<file path="src/rtl/bst_pkg.sv">
`timescale 1ns / 1ps
// ----------------------------------------------------------------------------
// Byte stream tokenizer package
// Shared types, constants and character-class functions for the scanner,
// its result queue and the top level.
// ----------------------------------------------------------------------------
package bst_pkg;

   // Stream offset counter width; token offsets are reported on 16 bits
   localparam int POSITION_BITS = 16;
   localparam int FIELD_BITS    = 16;
   localparam logic [FIELD_BITS-1:0] LENGTH_MAX = {FIELD_BITS{1'b1}};

   // Result queue sizing
   localparam int QUEUE_DEPTH    = 4;
   localparam int QUEUE_PTR_BITS = $clog2(QUEUE_DEPTH);
   localparam int QUEUE_CNT_BITS = $clog2(QUEUE_DEPTH + 1);

   // Special characters
   localparam logic [7:0] CHAR_NUL        = 8'h00;
   localparam logic [7:0] CHAR_NEWLINE    = 8'h0A;
   localparam logic [7:0] CHAR_HASH       = 8'h23;
   localparam logic [7:0] CHAR_UNDERSCORE = 8'h5F;

   // Keyword indexes into the match flags
   localparam int KW_PRINT = 0;
   localparam int KW_TRUE  = 1;
   localparam int KW_FALSE = 2;
   localparam int KW_COUNT = 3;

   typedef enum logic [2:0] {
      MODE_IDLE  = 3'd0,
      MODE_IDENT = 3'd1,
      MODE_INT   = 3'd2,
      MODE_HASH  = 3'd3,
      MODE_LINE  = 3'd4,
      MODE_BLOCK = 3'd5
   } scan_mode_type;

   typedef enum logic [3:0] {
      KIND_ILLEGAL = 4'd0,
      KIND_END     = 4'd1,
      KIND_IDENT   = 4'd2,
      KIND_INT     = 4'd3,
      KIND_ASSIGN  = 4'd4,
      KIND_PLUS    = 4'd5,
      KIND_MINUS   = 4'd6,
      KIND_STAR    = 4'd7,
      KIND_SLASH   = 4'd8,
      KIND_SEMI    = 4'd9,
      KIND_LPAREN  = 4'd10,
      KIND_RPAREN  = 4'd11,
      KIND_PRINT   = 4'd12,
      KIND_TRUE    = 4'd13,
      KIND_FALSE   = 4'd14
   } token_kind_type;

   typedef struct packed {
      token_kind_type          kind;
      logic [FIELD_BITS-1:0]   start;
      logic [FIELD_BITS-1:0]   length;
      logic                    last;
   } token_type;

   // Tokens caused by one source byte, in emission order
   typedef struct packed {
      logic [1:0] count;
      token_type  first;
      token_type  second;
   } scan_result_type;

   typedef struct packed {
      logic [QUEUE_CNT_BITS-1:0] level;
      logic                      room_for_two;
   } queue_status_type;

   function automatic logic is_alpha(input logic [7:0] b);
      return (b >= 8'h61 && b <= 8'h7A) || (b >= 8'h41 && b <= 8'h5A);
   endfunction

   function automatic logic is_digit(input logic [7:0] b);
      return b >= 8'h30 && b <= 8'h39;
   endfunction

   function automatic logic is_word(input logic [7:0] b);
      return is_alpha(b) || is_digit(b) || b == CHAR_UNDERSCORE;
   endfunction

   // space, tab, newline, vertical tab, form feed, carriage return
   function automatic logic is_space(input logic [7:0] b);
      return b == 8'h20 || (b >= 8'h09 && b <= 8'h0D);
   endfunction

   function automatic token_kind_type op_kind(input logic [7:0] b);
      token_kind_type kind;
      case (b)
         8'h3D:   kind = KIND_ASSIGN;
         8'h2B:   kind = KIND_PLUS;
         8'h2D:   kind = KIND_MINUS;
         8'h2A:   kind = KIND_STAR;
         8'h2F:   kind = KIND_SLASH;
         8'h3B:   kind = KIND_SEMI;
         8'h28:   kind = KIND_LPAREN;
         8'h29:   kind = KIND_RPAREN;
         default: kind = KIND_ILLEGAL;
      endcase
      return kind;
   endfunction

   function automatic logic [FIELD_BITS-1:0] kw_len(input logic [1:0] k);
      logic [FIELD_BITS-1:0] n;
      case (k)
         2'd1:    n = FIELD_BITS'(4);
         default: n = FIELD_BITS'(5);
      endcase
      return n;
   endfunction

   // Keyword text: "print", "true", "false"
   function automatic logic [7:0] kw_char(input logic [1:0] k, input logic [2:0] i);
      logic [7:0] c;
      case ({k, i})
         5'b00_000: c = 8'h70;
         5'b00_001: c = 8'h72;
         5'b00_010: c = 8'h69;
         5'b00_011: c = 8'h6E;
         5'b00_100: c = 8'h74;
         5'b01_000: c = 8'h74;
         5'b01_001: c = 8'h72;
         5'b01_010: c = 8'h75;
         5'b01_011: c = 8'h65;
         5'b10_000: c = 8'h66;
         5'b10_001: c = 8'h61;
         5'b10_010: c = 8'h6C;
         5'b10_011: c = 8'h73;
         5'b10_100: c = 8'h65;
         default:   c = CHAR_NUL;
      endcase
      return c;
   endfunction

   // Drop every keyword that the byte at offset len no longer matches
   function automatic logic [KW_COUNT-1:0] match_flags(input logic [KW_COUNT-1:0] flags,
                                                       input logic [FIELD_BITS-1:0] len,
                                                       input logic [7:0] b);
      logic [KW_COUNT-1:0] f;
      f = flags;
      for (int k = 0; k < KW_COUNT; k++) begin
         if (len >= kw_len(2'(k)) || kw_char(2'(k), len[2:0]) != b) begin
            f[k] = 1'b0;
         end
      end
      return f;
   endfunction

   function automatic token_kind_type ident_kind(input logic [KW_COUNT-1:0] flags,
                                                 input logic [FIELD_BITS-1:0] len);
      token_kind_type kind;
      kind = KIND_IDENT;
      for (int k = KW_COUNT - 1; k >= 0; k--) begin
         if (flags[k] && len == kw_len(2'(k))) begin
            kind = token_kind_type'(4'(int'(KIND_PRINT) + k));
         end
      end
      return kind;
   endfunction

   function automatic logic [FIELD_BITS-1:0] sat_inc(input logic [FIELD_BITS-1:0] len);
      return (len == LENGTH_MAX) ? len : len + FIELD_BITS'(1);
   endfunction

endpackage

</file>
<file path="src/rtl/bst_scan.sv">
`timescale 1ns / 1ps
// ----------------------------------------------------------------------------
// Byte stream tokenizer scanner
// Holds the scan state and turns each accepted byte combinationally into
// zero, one or two tokens, together with the next scan state.
// ----------------------------------------------------------------------------
module bst_scan (
   input  logic                     clock,
   input  logic                     reset,
   input  logic                     byte_accept,
   input  logic [7:0]               source_byte,
   output bst_pkg::scan_result_type result
);
   import bst_pkg::*;

   scan_mode_type             mode_ff,  mode_in;
   logic [1:0]                hash_ff,  hash_in;
   logic [POSITION_BITS-1:0]  pos_ff,   pos_in;
   logic [FIELD_BITS-1:0]     start_ff, start_in;
   logic [FIELD_BITS-1:0]     len_ff,   len_in;
   logic [KW_COUNT-1:0]       flags_ff, flags_in;

   logic [31:0]               pos_wide;
   logic [FIELD_BITS-1:0]     pos16;
   logic                      fresh;
   logic                      ended;
   logic                      flush_v;
   token_type                 flush_tok;
   logic                      tail_v;
   token_type                 tail_tok;
   logic [1:0]                hash_inc;

   assign pos_wide = 32'(pos_ff);
   assign pos16    = pos_wide[FIELD_BITS-1:0];
   assign hash_inc = hash_ff + 2'd1;

   // Next scan state and tokens for the current byte
   always_comb begin
      mode_in   = mode_ff;
      hash_in   = hash_ff;
      pos_in    = pos_ff;
      start_in  = start_ff;
      len_in    = len_ff;
      flags_in  = flags_ff;
      fresh     = 1'b0;
      ended     = 1'b0;
      flush_v   = 1'b0;
      flush_tok = '{kind: KIND_IDENT, start: start_ff, length: len_ff, last: 1'b0};
      tail_v    = 1'b0;
      tail_tok  = '{kind: KIND_END, start: pos16, length: FIELD_BITS'(0), last: 1'b1};

      unique case (mode_ff)
         MODE_IDENT: begin
            if (is_word(source_byte)) begin
               flags_in = match_flags(flags_ff, len_ff, source_byte);
               len_in   = sat_inc(len_ff);
            end else begin
               flush_v        = 1'b1;
               flush_tok.kind = ident_kind(flags_ff, len_ff);
               mode_in        = MODE_IDLE;
               fresh          = 1'b1;
            end
         end
         MODE_INT: begin
            if (is_digit(source_byte)) begin
               len_in = sat_inc(len_ff);
            end else begin
               flush_v        = 1'b1;
               flush_tok.kind = KIND_INT;
               mode_in        = MODE_IDLE;
               fresh          = 1'b1;
            end
         end
         MODE_HASH: begin
            if (source_byte == CHAR_HASH) begin
               hash_in = hash_inc;
               if (hash_inc == 2'd3) begin
                  mode_in = MODE_BLOCK;
                  hash_in = 2'd0;
               end
            end else begin
               hash_in = 2'd0;
               if (source_byte == CHAR_NUL) begin
                  ended = 1'b1;
               end else if (source_byte == CHAR_NEWLINE) begin
                  mode_in = MODE_IDLE;
               end else begin
                  mode_in = MODE_LINE;
               end
            end
         end
         MODE_LINE: begin
            if (source_byte == CHAR_NUL) begin
               ended = 1'b1;
            end else if (source_byte == CHAR_NEWLINE) begin
               mode_in = MODE_IDLE;
            end
         end
         MODE_BLOCK: begin
            if (source_byte == CHAR_HASH) begin
               hash_in = hash_inc;
               if (hash_inc == 2'd3) begin
                  mode_in = MODE_IDLE;
                  hash_in = 2'd0;
               end
            end else begin
               hash_in = 2'd0;
               if (source_byte == CHAR_NUL) begin
                  ended = 1'b1;
               end
            end
         end
         default: begin
            mode_in = MODE_IDLE;
            fresh   = 1'b1;
         end
      endcase

      // Scan the byte as the start of something new
      if (fresh) begin
         if (source_byte == CHAR_NUL) begin
            ended = 1'b1;
         end else if (is_space(source_byte)) begin
            mode_in = MODE_IDLE;
         end else if (source_byte == CHAR_HASH) begin
            mode_in = MODE_HASH;
            hash_in = 2'd1;
         end else if (is_alpha(source_byte) || source_byte == CHAR_UNDERSCORE) begin
            mode_in  = MODE_IDENT;
            start_in = pos16;
            flags_in = match_flags({KW_COUNT{1'b1}}, FIELD_BITS'(0), source_byte);
            len_in   = FIELD_BITS'(1);
         end else if (is_digit(source_byte)) begin
            mode_in  = MODE_INT;
            start_in = pos16;
            len_in   = FIELD_BITS'(1);
         end else begin
            tail_v          = 1'b1;
            tail_tok.kind   = op_kind(source_byte);
            tail_tok.length = FIELD_BITS'(1);
         end
      end

      // End of stream: emit END and return to the reset state
      if (ended) begin
         tail_v   = 1'b1;
         mode_in  = MODE_IDLE;
         hash_in  = 2'd0;
         pos_in   = '0;
         start_in = '0;
         len_in   = '0;
         flags_in = {KW_COUNT{1'b1}};
      end else begin
         pos_in = pos_ff + POSITION_BITS'(1);
      end
   end

   // Order the tokens; the last one closes the run for this byte
   always_comb begin
      result.count = {1'b0, flush_v} + {1'b0, tail_v};
      if (flush_v) begin
         result.first      = flush_tok;
         result.first.last = !tail_v;
         result.second     = tail_tok;
      end else begin
         result.first  = tail_tok;
         result.second = tail_tok;
      end
   end

   // Advance the scan state on every accepted byte
   always_ff @(posedge clock) begin
      if (reset) begin
         mode_ff  <= MODE_IDLE;
         hash_ff  <= 2'd0;
         pos_ff   <= '0;
         start_ff <= '0;
         len_ff   <= '0;
         flags_ff <= {KW_COUNT{1'b1}};
      end else if (byte_accept) begin
         mode_ff  <= mode_in;
         hash_ff  <= hash_in;
         pos_ff   <= pos_in;
         start_ff <= start_in;
         len_ff   <= len_in;
         flags_ff <= flags_in;
      end
   end

endmodule

</file>
<file path="src/rtl/bst_queue.sv">
`timescale 1ns / 1ps
// ----------------------------------------------------------------------------
// Byte stream tokenizer result queue
// Small register queue that takes up to two tokens per cycle from the
// scanner and hands them out one word per cycle while head_take is high.
// ----------------------------------------------------------------------------
module bst_queue (
   input  logic                       clock,
   input  logic                       reset,
   input  logic                       push_en,
   input  bst_pkg::scan_result_type   push,
   output logic                       head_valid,
   output bst_pkg::token_type         head,
   input  logic                       head_take,
   output bst_pkg::queue_status_type  status
);
   import bst_pkg::*;

   token_type                  entry_ff [QUEUE_DEPTH];
   logic [QUEUE_PTR_BITS-1:0]  wr_ptr_ff, wr_ptr_in;
   logic [QUEUE_PTR_BITS-1:0]  rd_ptr_ff, rd_ptr_in;
   logic [QUEUE_CNT_BITS-1:0]  level_ff,  level_in;
   logic [1:0]                 wr_count;
   logic [QUEUE_PTR_BITS-1:0]  wr_ptr_next;

   assign wr_count    = push_en ? push.count : 2'd0;
   assign wr_ptr_next = wr_ptr_ff + QUEUE_PTR_BITS'(1);

   assign head_valid          = level_ff != '0;
   assign head                = entry_ff[rd_ptr_ff];
   assign status.level        = level_ff;
   assign status.room_for_two = level_ff <= QUEUE_CNT_BITS'(QUEUE_DEPTH - 2);

   // Pointer and fill level update
   always_comb begin
      wr_ptr_in = wr_ptr_ff + QUEUE_PTR_BITS'(wr_count);
      rd_ptr_in = head_take ? rd_ptr_ff + QUEUE_PTR_BITS'(1) : rd_ptr_ff;
      level_in  = level_ff + QUEUE_CNT_BITS'(wr_count)
                  - QUEUE_CNT_BITS'(head_take);
   end

   always_ff @(posedge clock) begin
      if (reset) begin
         wr_ptr_ff <= '0;
         rd_ptr_ff <= '0;
         level_ff  <= '0;
      end else begin
         wr_ptr_ff <= wr_ptr_in;
         rd_ptr_ff <= rd_ptr_in;
         level_ff  <= level_in;
      end
   end

   // Store the incoming tokens in order
   always_ff @(posedge clock) begin
      if (wr_count != 2'd0) begin
         entry_ff[wr_ptr_ff] <= push.first;
      end
      if (wr_count == 2'd2) begin
         entry_ff[wr_ptr_next] <= push.second;
      end
   end

endmodule

</file>
<file path="src/rtl/byte_stream_tokenizer.sv">
`timescale 1ns / 1ps
// ----------------------------------------------------------------------------
// Byte stream tokenizer
// Scans a source byte stream and emits identifier, integer, keyword,
// operator, illegal and end tokens with their offsets and lengths.
// ----------------------------------------------------------------------------
// Usage:
//   req_*  : one source byte per word, taken when req_valid is high and
//            req_stall is low. A 0 byte ends the stream.
//   rsp_*  : one token per word: kind, start offset, length, and
//            last_of_run set on the final token caused by a byte.
// Each byte yields zero, one or two tokens. A byte is scanned in the cycle
// it is taken and its tokens are in the result queue after that edge;
// rsp_* shows the token at the head of the queue.
// Throughput is one byte per cycle while req_stall is low; the output
// port drains one token per cycle while rsp_stall is low, so bytes that
// yield two tokens back up the four-entry queue, and req_stall rises while
// fewer than two entries are free.
// Reset clears the scan state (offset counter back to 0) and empties the
// queue. While rsp_stall is high the head token holds and the queue fills;
// END returns the scanner to its reset state so a new stream may follow.
// ----------------------------------------------------------------------------
module byte_stream_tokenizer (
   input  logic        clock,
   input  logic        reset,
   input  logic        req_valid,
   output logic        req_stall,
   input  logic [7:0]  req_source_byte,
   output logic        rsp_valid,
   input  logic        rsp_stall,
   output logic [3:0]  rsp_token_kind,
   output logic [15:0] rsp_token_start,
   output logic [15:0] rsp_token_length,
   output logic        rsp_last_of_run
);
   import bst_pkg::*;

   logic             req_accept;
   logic             rsp_take;
   scan_result_type  scan_result;
   token_type        head;
   queue_status_type queue_status;

   assign req_stall  = !queue_status.room_for_two;
   assign req_accept = req_valid && !req_stall;
   assign rsp_take   = rsp_valid && !rsp_stall;

   // Scan one byte per cycle while req_stall is low
   bst_scan u_scan (
      .clock       (clock),
      .reset       (reset),
      .byte_accept (req_accept),
      .source_byte (req_source_byte),
      .result      (scan_result)
   );

   // Buffer tokens toward the result port
   bst_queue u_queue (
      .clock      (clock),
      .reset      (reset),
      .push_en    (req_accept),
      .push       (scan_result),
      .head_valid (rsp_valid),
      .head       (head),
      .head_take  (rsp_take),
      .status     (queue_status)
   );

   assign rsp_token_kind   = head.kind;
   assign rsp_token_start  = head.start;
   assign rsp_token_length = head.length;
   assign rsp_last_of_run  = head.last;

`ifndef SYNTHESIS
   a_level_in_range: assert property (@(posedge clock) disable iff (reset)
      queue_status.level <= QUEUE_CNT_BITS'(QUEUE_DEPTH))
      else $error("result queue level beyond depth");

   a_end_byte_gives_word: assert property (@(posedge clock) disable iff (reset)
      req_accept && req_source_byte == CHAR_NUL |=> rsp_valid)
      else $error("end byte produced no token");

   a_end_closes_run: assert property (@(posedge clock) disable iff (reset)
      rsp_valid && rsp_token_kind == KIND_END |-> rsp_last_of_run
      && rsp_token_length == 16'd0)
      else $error("END token not last of run or nonzero length");
`endif

endmodule
</file>
<file path="config.mk">
export PLATFORM = sky130hd
export DESIGN_NAME = byte_stream_tokenizer
export DESIGN_NICKNAME = d
export VERILOG_FILES = /design/src/rtl/bst_pkg.sv /design/src/rtl/bst_scan.sv /design/src/rtl/bst_queue.sv /design/src/rtl/byte_stream_tokenizer.sv
export SDC_FILE = /design/constraint.sdc
export NUM_CORES = 1
export LEC_CHECK = 0
export BUFFER_PORTS_ARGS = -buffer_cell sky130_fd_sc_hd__buf_2
export CELL_PAD_IN_SITES_DETAIL_PLACEMENT = 0
export CELL_PAD_IN_SITES_GLOBAL_PLACEMENT = 1
export CORE_MARGIN = 8
export CORE_UTILIZATION = 49
export CTS_CLUSTER_SIZE = 28
export DETAILED_ROUTE_END_ITERATION = 8
export PLACE_DENSITY_LB_ADDON = 0.05
export SYNTH_ARGS = -nofsm -noshare
export SYNTH_HDL_FRONTEND = slang
export SYNTH_SLANG_ARGS = --single-unit
export TNS_END_PERCENT = 10
</file>
<file path="constraint.sdc">
create_clock -name clock -period 5.7 [get_ports clock]
set_input_delay 0.285 -clock clock [delete_from_list [all_inputs] [get_ports clock]]
set_output_delay 0.285 -clock clock [all_outputs]
set_load 0.02 [all_outputs]
</file>
* Yosys cells after proc, flatten, opt, wreduce, memory -nomap -nowiden
Memories as Yosys holds them, arrays and structs flattened. A register that Yosys moved wholly into a read port is not among the register bits.
Cells that the tools add are included.
Widths: inputs -> output; s select.
** Storage, ports and cells
- Register bits after elaboration :: 63
- Memory bits (writable) :: 148
- Output and inout bits :: 39
- Word-level logic and storage cells :: 242
- Memories :: 1
** Memories
- u_queue.entry_ff :: words 4, bits a word 37, read ports 1, clocked after memory_dff 1, wr ports 2, line bst_queue.sv:19 : token_type entry_ff [QUEUE_DEPTH];
** Operators by class
- Add/subtract/negate cells :: 9
- Magnitude comparators :: 13
- Eq/ne operators :: 35
- Muxes and demuxes :: 143
- Reductions and logical operators :: 32
** Operators by type and width (count)
- $mux 16 :: 41
- $mux 8 :: 21
- $eq 8x6->1 const B :: 10
- $mux 3 :: 25
- $mux 74 :: 1
- $pmux 7 s5 :: 2
- $ne 8x8->1 :: 6
- $mux 4 :: 10
- $add 16x1->16 const B :: 2
- $eq 16x16->1 :: 2
- $ge 1x16->1 const A :: 2
- $ge 16x16->1 :: 2
- $pmux 16 s2 :: 1
- $pmux 4 s8 :: 1
- $pmux 7 s4 :: 1
- $mux 1 :: 24
- $mux 2 :: 11
- $eq 16x16->1 const B :: 1
- $ge 8x7->1 const B :: 2
- $le 8x7->1 const B :: 2
- $pmux 3 s5 :: 1
- $eq 3x2->1 const B :: 4
- $logic_or 1x1->1 :: 11
- $eq 3x3->1 const B :: 3
- 27 further kinds :: 46

* Depth between registers and ports, before layout
Gate-level depths: netlist (run 1).
- Depth after elaboration :: 18
- Mapped depth :: 17
- Depth with buffers taken out :: 14

* Cells and area by module
Synthesis (run 1) repeated with hierarchy kept, for this count alone.
** Unflattened totals
- Cell total of the unflattened synthesis :: 1024
- Area, all modules :: 12107.9 sq um
** By module, submodules not included
- bst_queue :: instances 1, cells an instance 412, area each 7758.7 sq um, seq. area each 4624.4 sq um
- bst_scan :: instances 1, cells an instance 609, area each 4325.4 sq um, seq. area each 1121.1 sq um
- byte_stream_tokenizer :: instances 1, cells an instance 3, area each 23.8 sq um, seq. area each 0.0 sq um

* Least setup slack after synthesis (run 1)
Ideal clock, no wire load.
- Path kind :: input to register
- Start :: in req_source_byte[5]
- End :: mem u_queue.entry_ff[2][17] in the netlist's numbering, enable pin
- Library setup time :: 0.403 ns
- Arrival :: 3.644 ns
- Required time :: 5.297 ns
- Slack :: 1.653 ns
- Cell stages on the path :: 15
- Path buffers :: 5
- Cells stage by stage :: buf_4 -> nor3b_2 -> and3_1 -> buf_4 -> or3_1 -> buf_4 -> nor2_1 -> and3_1 -> or2_1 -> ha_1 -> o21ai_1 -> or2_2 -> clkbuf_1 -> clkbuf_1 -> nand2_1
** RTL lines
- start: declaration :: line byte_stream_tokenizer.sv:28 : input logic [7:0] req_source_byte,
- end: declaration :: line bst_queue.sv:19

==> summary.md, run 1 <==
| Metric | Value |
|---|---|
| Die Area | 26,900 um2 |
| Critical path cell sequence | nor2b_1 > nor2_1 > o211ai_1 > nor2_1 > and3_1 > or2_1 > ha_1 > nand3b_1 > or3_1 > o21ai_2 > a22o_1 |
| Worst min path class | input port to register |
| Largest net degree at the start of global routing | 38 |
| Worst Path Required | 5.96 ns |
| Slowest-stage cell, CP | or3_1 |
| Arrival time worst endpoint | approximately 4.9 ns |
| Final wirelength | between 20 and 30 mm |
| Starting Density | 0.495 |
| Multi-input gate area | 5150 um2 |
| R2r setup slk | 1.02 ns |
| Sequential share of the synthesized area | 0.475 |
| Crit path max fanout | 18 |
| TritonCTS Buffers | 24 |
| DP Wirelength | approximately 19 mm |
| Initial DRC Count | roughly 780 |
| Primary FF master, synth | dfxtp_1 |
| Asr flop ratio synth | 0 |
| Peak supply drop | roughly 0.00030 V |
| All-layer global routing usage | 0.216 |
| Mapped Area | between 10,000 and 15,000 um2 |
| Max cap viols | 0 |
| Max Slew Vio Count | 0 |
| Via density | about 6.3 |
| Critical path's largest stage delay | 0.64 ns |
| Post-route DRC violation count | 0 |
| Diode count | 0 |
| Most common cell on crit path | nor2_1 |
| Global route overflow | 0 |
| Root Driver | clkbuf_16 |
| Synth warn | 0 |
| Syn Area/Cell | approximately 10 um2 |
| Placeable Area | ~22,000 um2 |
| Vias in the first global route | ~8,100 |
| Die Ht | between 150 and 200 um |
| Rel. slew slack | 0.251 |
| Horiz. Die Dim | 164 um |
| Clock sink count | ~210 |
| Final hold slack | roughly 0.17 ns |
| Rows | 54 |
| Area grow syn2layout | 9.77% |
| First-pass GRT wire length | ~46 mm |
| Initial antenna violation count | 0 |
| DP Worst Slack | 0.965 ns |
| Buffers on Ports | 50 |
| # Post-CTS Setup Buffers | 0 |
| Fin crit period | approximately 4.7 ns |
| Hold-fix buffers, CTS | 0 |
| TritonCTS clock tree | built |
| Post-synthesis cell count | around 1,000 |
| Worst setup EP type | register |
| Pwr dens | between 300 and 400 nW/um2 |
| Achievable frequency | 214 MHz |
| #FFs+latches synth | approximately 210 |
| Number of synthesized flops with an enable pin | 84 |
| DR WL/cell | roughly 22 um |
| Clock transition at path regs | roughly 0.06 ns |
| CTS Buffer Depth | 3 |
| Gpl congestion | approximately 0.89 |
| Endpoints failing setup | 0 |
| Final nets | about 1,100 |
| Synth Net Count | approximately 1,100 |
| Pre-antenna DRT Iters | 5 |
| P_leak | about 4.0 nW |
| FF/Latch Area | between 5000 and 6000 um2 |
| Post-CTS sizing | 0 |
| Setup crit start kind | register |
| Final hold vios | 0 |
| Crit share post-route | 0.820 |
| CP top delay family | simple AND/OR/NAND/NOR gates |
| Outcome | completed |
| Layout cells sized above 1 | 0.163 |
| Boundary Pins | between 50 and 60 |
| Clock Skew | roughly 0.012 ns |
| Worst setup margin | between 1 and 1.5 ns |
| Worst-margin pin slew | 1.12 ns |
| Buf/Inv on CP | 0 |
| Yosys cell types | 81 |
| Total number of vias | roughly 8,400 |
| Final ANT Viol Nets | 0 |
| Crit path kind | register to register |
| Fin Setup TNS | 0 ns |
| RSZ-0062 raised after global routing | no |
| H-tree Lvls | 1 |
| Filler cells | approximately 2,000 |
| Clock Latency Late Sink | approximately 0.52 ns |
[per-stage QoR]
step | utilization | area, um2 | total power [mW] | std cells
after floorplan | - | 10700 | 2.43 | 1037
after global placement | 0.509 | 11000 | 2.70 | 1289
after detailed placement | 0.509 | 11000 | 2.71 | 1289
after CTS | 0.544 | 11800 | 4.17 | 1333
after global routing | 0.544 | 11800 | 4.30 | 1333
final | 0.544 | 11800 | 4.12 | 1333
[metal layers]
| layer | wire [um] | GRT usage | vias to the layer above |
|---|---|---|---|
| met5 | 0 | 0 | - |
| met4 | 379 | 0.0397 | 0 |
| met3 | 1920 | 0.0333 | 30 |
| met2 | 13300 | 0.346 | 280 |
| met1 | 13300 | 0.306 | 4073 |
| li1 | - | - | 3969 |
[placed cells by master (no fill, tap or decap), types with 13 or more instances in the layout]
cell	instances
dfxtp_1	127
buf_4	14
nor3_1	19
mux4_2	37
nand4_1	15
nand2_1	58
a22o_1	85
o21ai_1	23
inv_1	19
a21oi_1	24
edfxtp_1	84
nand3_1	81
o21ai_0	70
a31oi_1	13
buf_2	50
xor2_1	15
clkbuf_16	24
nor2_1	62
[cells by family after synthesis]
kind of cell | Yosys count | synth area share
DFF | 213 | 0.475
adders and majority gates | 14 | 0.0168
buffers and inverters | 113 | 0.0454
muxes | 39 | 0.0795
AOI/OAI and AO/OA | 301 | 0.199
and+or+nand+nor | 330 | 0.162
xor gates and xnor gates | 27 | 0.0220
[cell usage after synthesis, types with 13 or more instances]
library cell / n / area (um2)
dfxtp_1: 129 / 2580
a22o_1: 85 / 744
edfxtp_1: 84 / 2520
nand3_1: 81 / 405
o21ai_0: 70 / 350
clkbuf_1: 62 / 233
nor2_1: 62 / 233
nand2_1: 58 / 218
mux4_2: 37 / 833
a21oi_1: 24 / 120
o21ai_1: 23 / 115
inv_1: 19 / 71.3
nor3_1: 19 / 95.1
buf_2: 16 / 80.1
nand4_1: 15 / 93.8
xor2_1: 15 / 131
a31oi_1: 13 / 81.3
[sequential cells by signal, summed over array words and instances, names as in the netlist, named ones only]
register and cells:
u_queue.level_ff 3, u_scan.hash_ff 2, u_scan.pos16 16, u_scan.flags_ff 3
u_queue.entry_ff 148, u_scan.len_ff 16, u_queue.wr_ptr_ff 2, u_scan.start_ff 16
u_queue.rd_ptr_ff 2, u_scan.mode_ff 3
[final timing paths]
kind	from	endpoint	cells after the start
worst max-delay path	u_scan.mode_ff[1]	u_queue.entry_ff[1][23]	11
worst min-delay path	rsp_stall	u_queue.rd_ptr_ff[0]	4
worst max register to register	u_scan.mode_ff[1]	u_queue.entry_ff[1][23]	11
worst min register to register	u_queue.entry_ff[3][14]	u_queue.entry_ff[3][14]	2
[tightest hold or removal path, stage by stage]
cell and delay, ns:
buf_2 0.07, nor2b_1 0.07, xnor2_1 0.14, nor2_1 0.07
[report_power, final]
part	internal [mW]	leakage, nW	total, mW	switching, mW
registers	1.68	1.82	1.75	0.0709
logic	0.341	1.81	0.913	0.572
clock network	0.835	0.373	1.46	0.626
[layout make-up]
type | instances | share of cell area
flip-flops and latches | 213 | 0.433
inverters | 21 | 0.00690
clock buffers | 27 | 0.0527
multi-input cells | 711 | 0.437
clock inverters | 17 | 0.0107
well taps | 280 | 0.0297
repair buffers | 64 | 0.0301
Power figures use the tool's default switching activity.
==> run 2: changes to the inputs <==
clock period = 4.66 ns   (was 5.7 ns; I/O delays follow)
==> summary.md, run 2 (synthesis gave the netlist of run 1 again) <==
| Metric | Value |
|---|---|
| Outcome | completed |
| Peak supply drop | 0.000530 V |
| Final hold slack | roughly 0.12 ns |
| RSZ-0062 raised after global routing | no |
| Crit path kind | register to register |
| Placeable Area | around 22,000 um2 |
| H-tree Lvls | 1 |
| Rel. slew slack | 0.272 |
| Vias in the first global route | approximately 8,000 |
| DP Worst Slack | 0.496 ns |
| Area grow syn2layout | 10.1% |
| Root Driver | clkbuf_16 |
| Fin Setup TNS | 0 ns |
| Achievable frequency | 236 MHz |
| Inst Count DP | 1,300 |
| TritonCTS clock tree | built |
| Worst setup EP type | register |
| Initial antenna violation count | 1 |
| Fin crit period | 4.23 ns |
| Post-route DRC violation count | 0 |
| Final Instance Area | 11,800 um2 |
| DP Wirelength | between 15 and 20 mm |
| Placed cell areas | 11,100 um2 |
| Max Slew Vio Count | 0 |
| Crit path max fanout | 17 |
| Rows | 54 |
| Critical path cell sequence | nor2b_1 > a311oi_1 > o211ai_1 > nor2_1 > and3_1 > or2_1 > ha_1 > o21ai_1 > or2_2 > o21ai_2 > a22o_1 |
| Total number of vias | 8,307 |
| All-layer global routing usage | 0.214 |
| Clock transition at path regs | about 0.060 ns |
| Pre-antenna DRT Iters | 5 |
| # Post-CTS Setup Buffers | 0 |
| Final hold vios | 0 |
| Commonest cells after routing, fill and taps aside | 127 x dfxtp_1, 85 x a22o_1, 84 x edfxtp_1 |
| Total power draw | approximately 5.0 mW |
| Post-CTS sizing | 0 |
| Hold-fix buffers, CTS | 0 |
| Arrival time worst endpoint | around 4.6 ns |
| CTS Buffer Depth | 3 |
| Global route overflow | 0 |
| Max cap viols | 0 |
| Setup crit start kind | register |
| Most common cell after layout, fill and taps aside | dfxtp_1 |
| Buf/Inv on CP | 0 |
| Final design utilization | 0.545 |
| CP top delay family | compound AO/OA/AOI/OAI gates |
| DR WL/cell | about 21 um |
| Final wirelength | roughly 29 mm |
| TritonCTS Buffers | 24 |
| Gpl congestion | between 0.9 and 1 |
| Non-filler cells, final | ~1,300 |
| Crit share post-route | 0.908 |
| Biggest register | u_queue.entry_ff |
| Final nets | between 1,000 and 1,500 |
| Layout cells sized above 1 | 0.164 |
| Worst setup margin | ~0.43 ns |
| Diode count | 0 |
| Die Ht | about 160 um |
| Clock sink count | about 210 |
| P_leak | 4.03 nW |
| Pwr dens | around 420 nW/um2 |
| Endpoints failing setup | 0 |
| Critical path's largest stage delay | around 0.78 ns |
| Worst Path Required | ~5.0 ns |
| Largest net degree at the start of global routing | 38 |
| Die Area | between 20,000 and 30,000 um2 |
| Worst-margin pin slew | approximately 1.1 ns |
| Starting Density | 0.495 |
| Slowest-stage cell, CP | o21ai_2 |
| Max reg flops | 148 |
| First-pass GRT wire length | roughly 46 mm |
| Buffers on Ports | 50 |
| Boundary Pins | just over 50 |
| Clock Latency Late Sink | around 0.52 ns |
| Via density | slightly above 6 |
| Worst min path class | input port to register |
| Horiz. Die Dim | roughly 160 um |
| Final ANT Viol Nets | 0 |
| Clock Skew | 0.0147 ns |
| Initial DRC Count | between 700 and 800 |
==> run 2: changes by cell type in the layout (fill, tap and decap cells not counted), sizes merged <==
cell,previous run,this run
buf,64,75
clkbuf,27,38
clkinv,14,6
inv,22,20
bufinv,1,0
clkinvlp,1,0
==> run 2: power breakdown <==
| part | internal (mW) | leakage (nW) | switching, mW | total [mW] |
|---|---|---|---|---|
| logic | 0.426 | 1.87 | 0.642 | 1.07 |
| clock network | 0.975 | 0.338 | 0.730 | 1.70 |
| registers | 2.05 | 1.82 | 0.137 | 2.19 |
| total | 3.45 | 4.03 | 1.51 | 4.96 |
==> run 2: layer usage <==
metal | GRT usage | vias up | part of all wire
met5 | 0 | - | 0.00038
met2 | 0.339 | 257 | 0.45
met4 | 0.0579 | 2 | 0.024
met3 | 0.0326 | 56 | 0.072
li1 | - | 3993 | -
met1 | 0.301 | 3999 | 0.46
==> run 2: final cells by class <==
type                            count  area, um2
Inverter                           21       81.3
Clock inverter                      5       35.0
Clock buffer                       38        663
Tap cell                          280        350
Fill cell                        1923       9860
Multi-Input combinational cell    711       5150
Sequential cell                   213       5110
Timing Repair Buffer               75        438
==> run 2: path summary, 6_finish.rpt <==
path	slack (ns)	start	endpoint	cells past startpoint
setup / recovery	0.43	u_scan.mode_ff[2]	u_queue.entry_ff[2][22]	11
hold / removal	0.12	req_source_byte[5]	u_scan.flags_ff[2]	3
setup reg to reg	0.43	u_scan.mode_ff[2]	u_queue.entry_ff[2][22]	11
hold reg to reg	0.46	u_queue.entry_ff[0][9]	u_queue.entry_ff[0][9]	2
==> run 2: worst reg2reg max path, stage by stage (launching register included) <==
cell	delay [ns]
dfxtp_1	0.47
nor2b_1	0.41
a311oi_1	0.11
o211ai_1	0.48
nor2_1	0.14
and3_1	0.28
or2_1	0.26
ha_1	0.31
o21ai_1	0.17
or2_2	0.41
o21ai_2	0.78
a22o_1	0.27
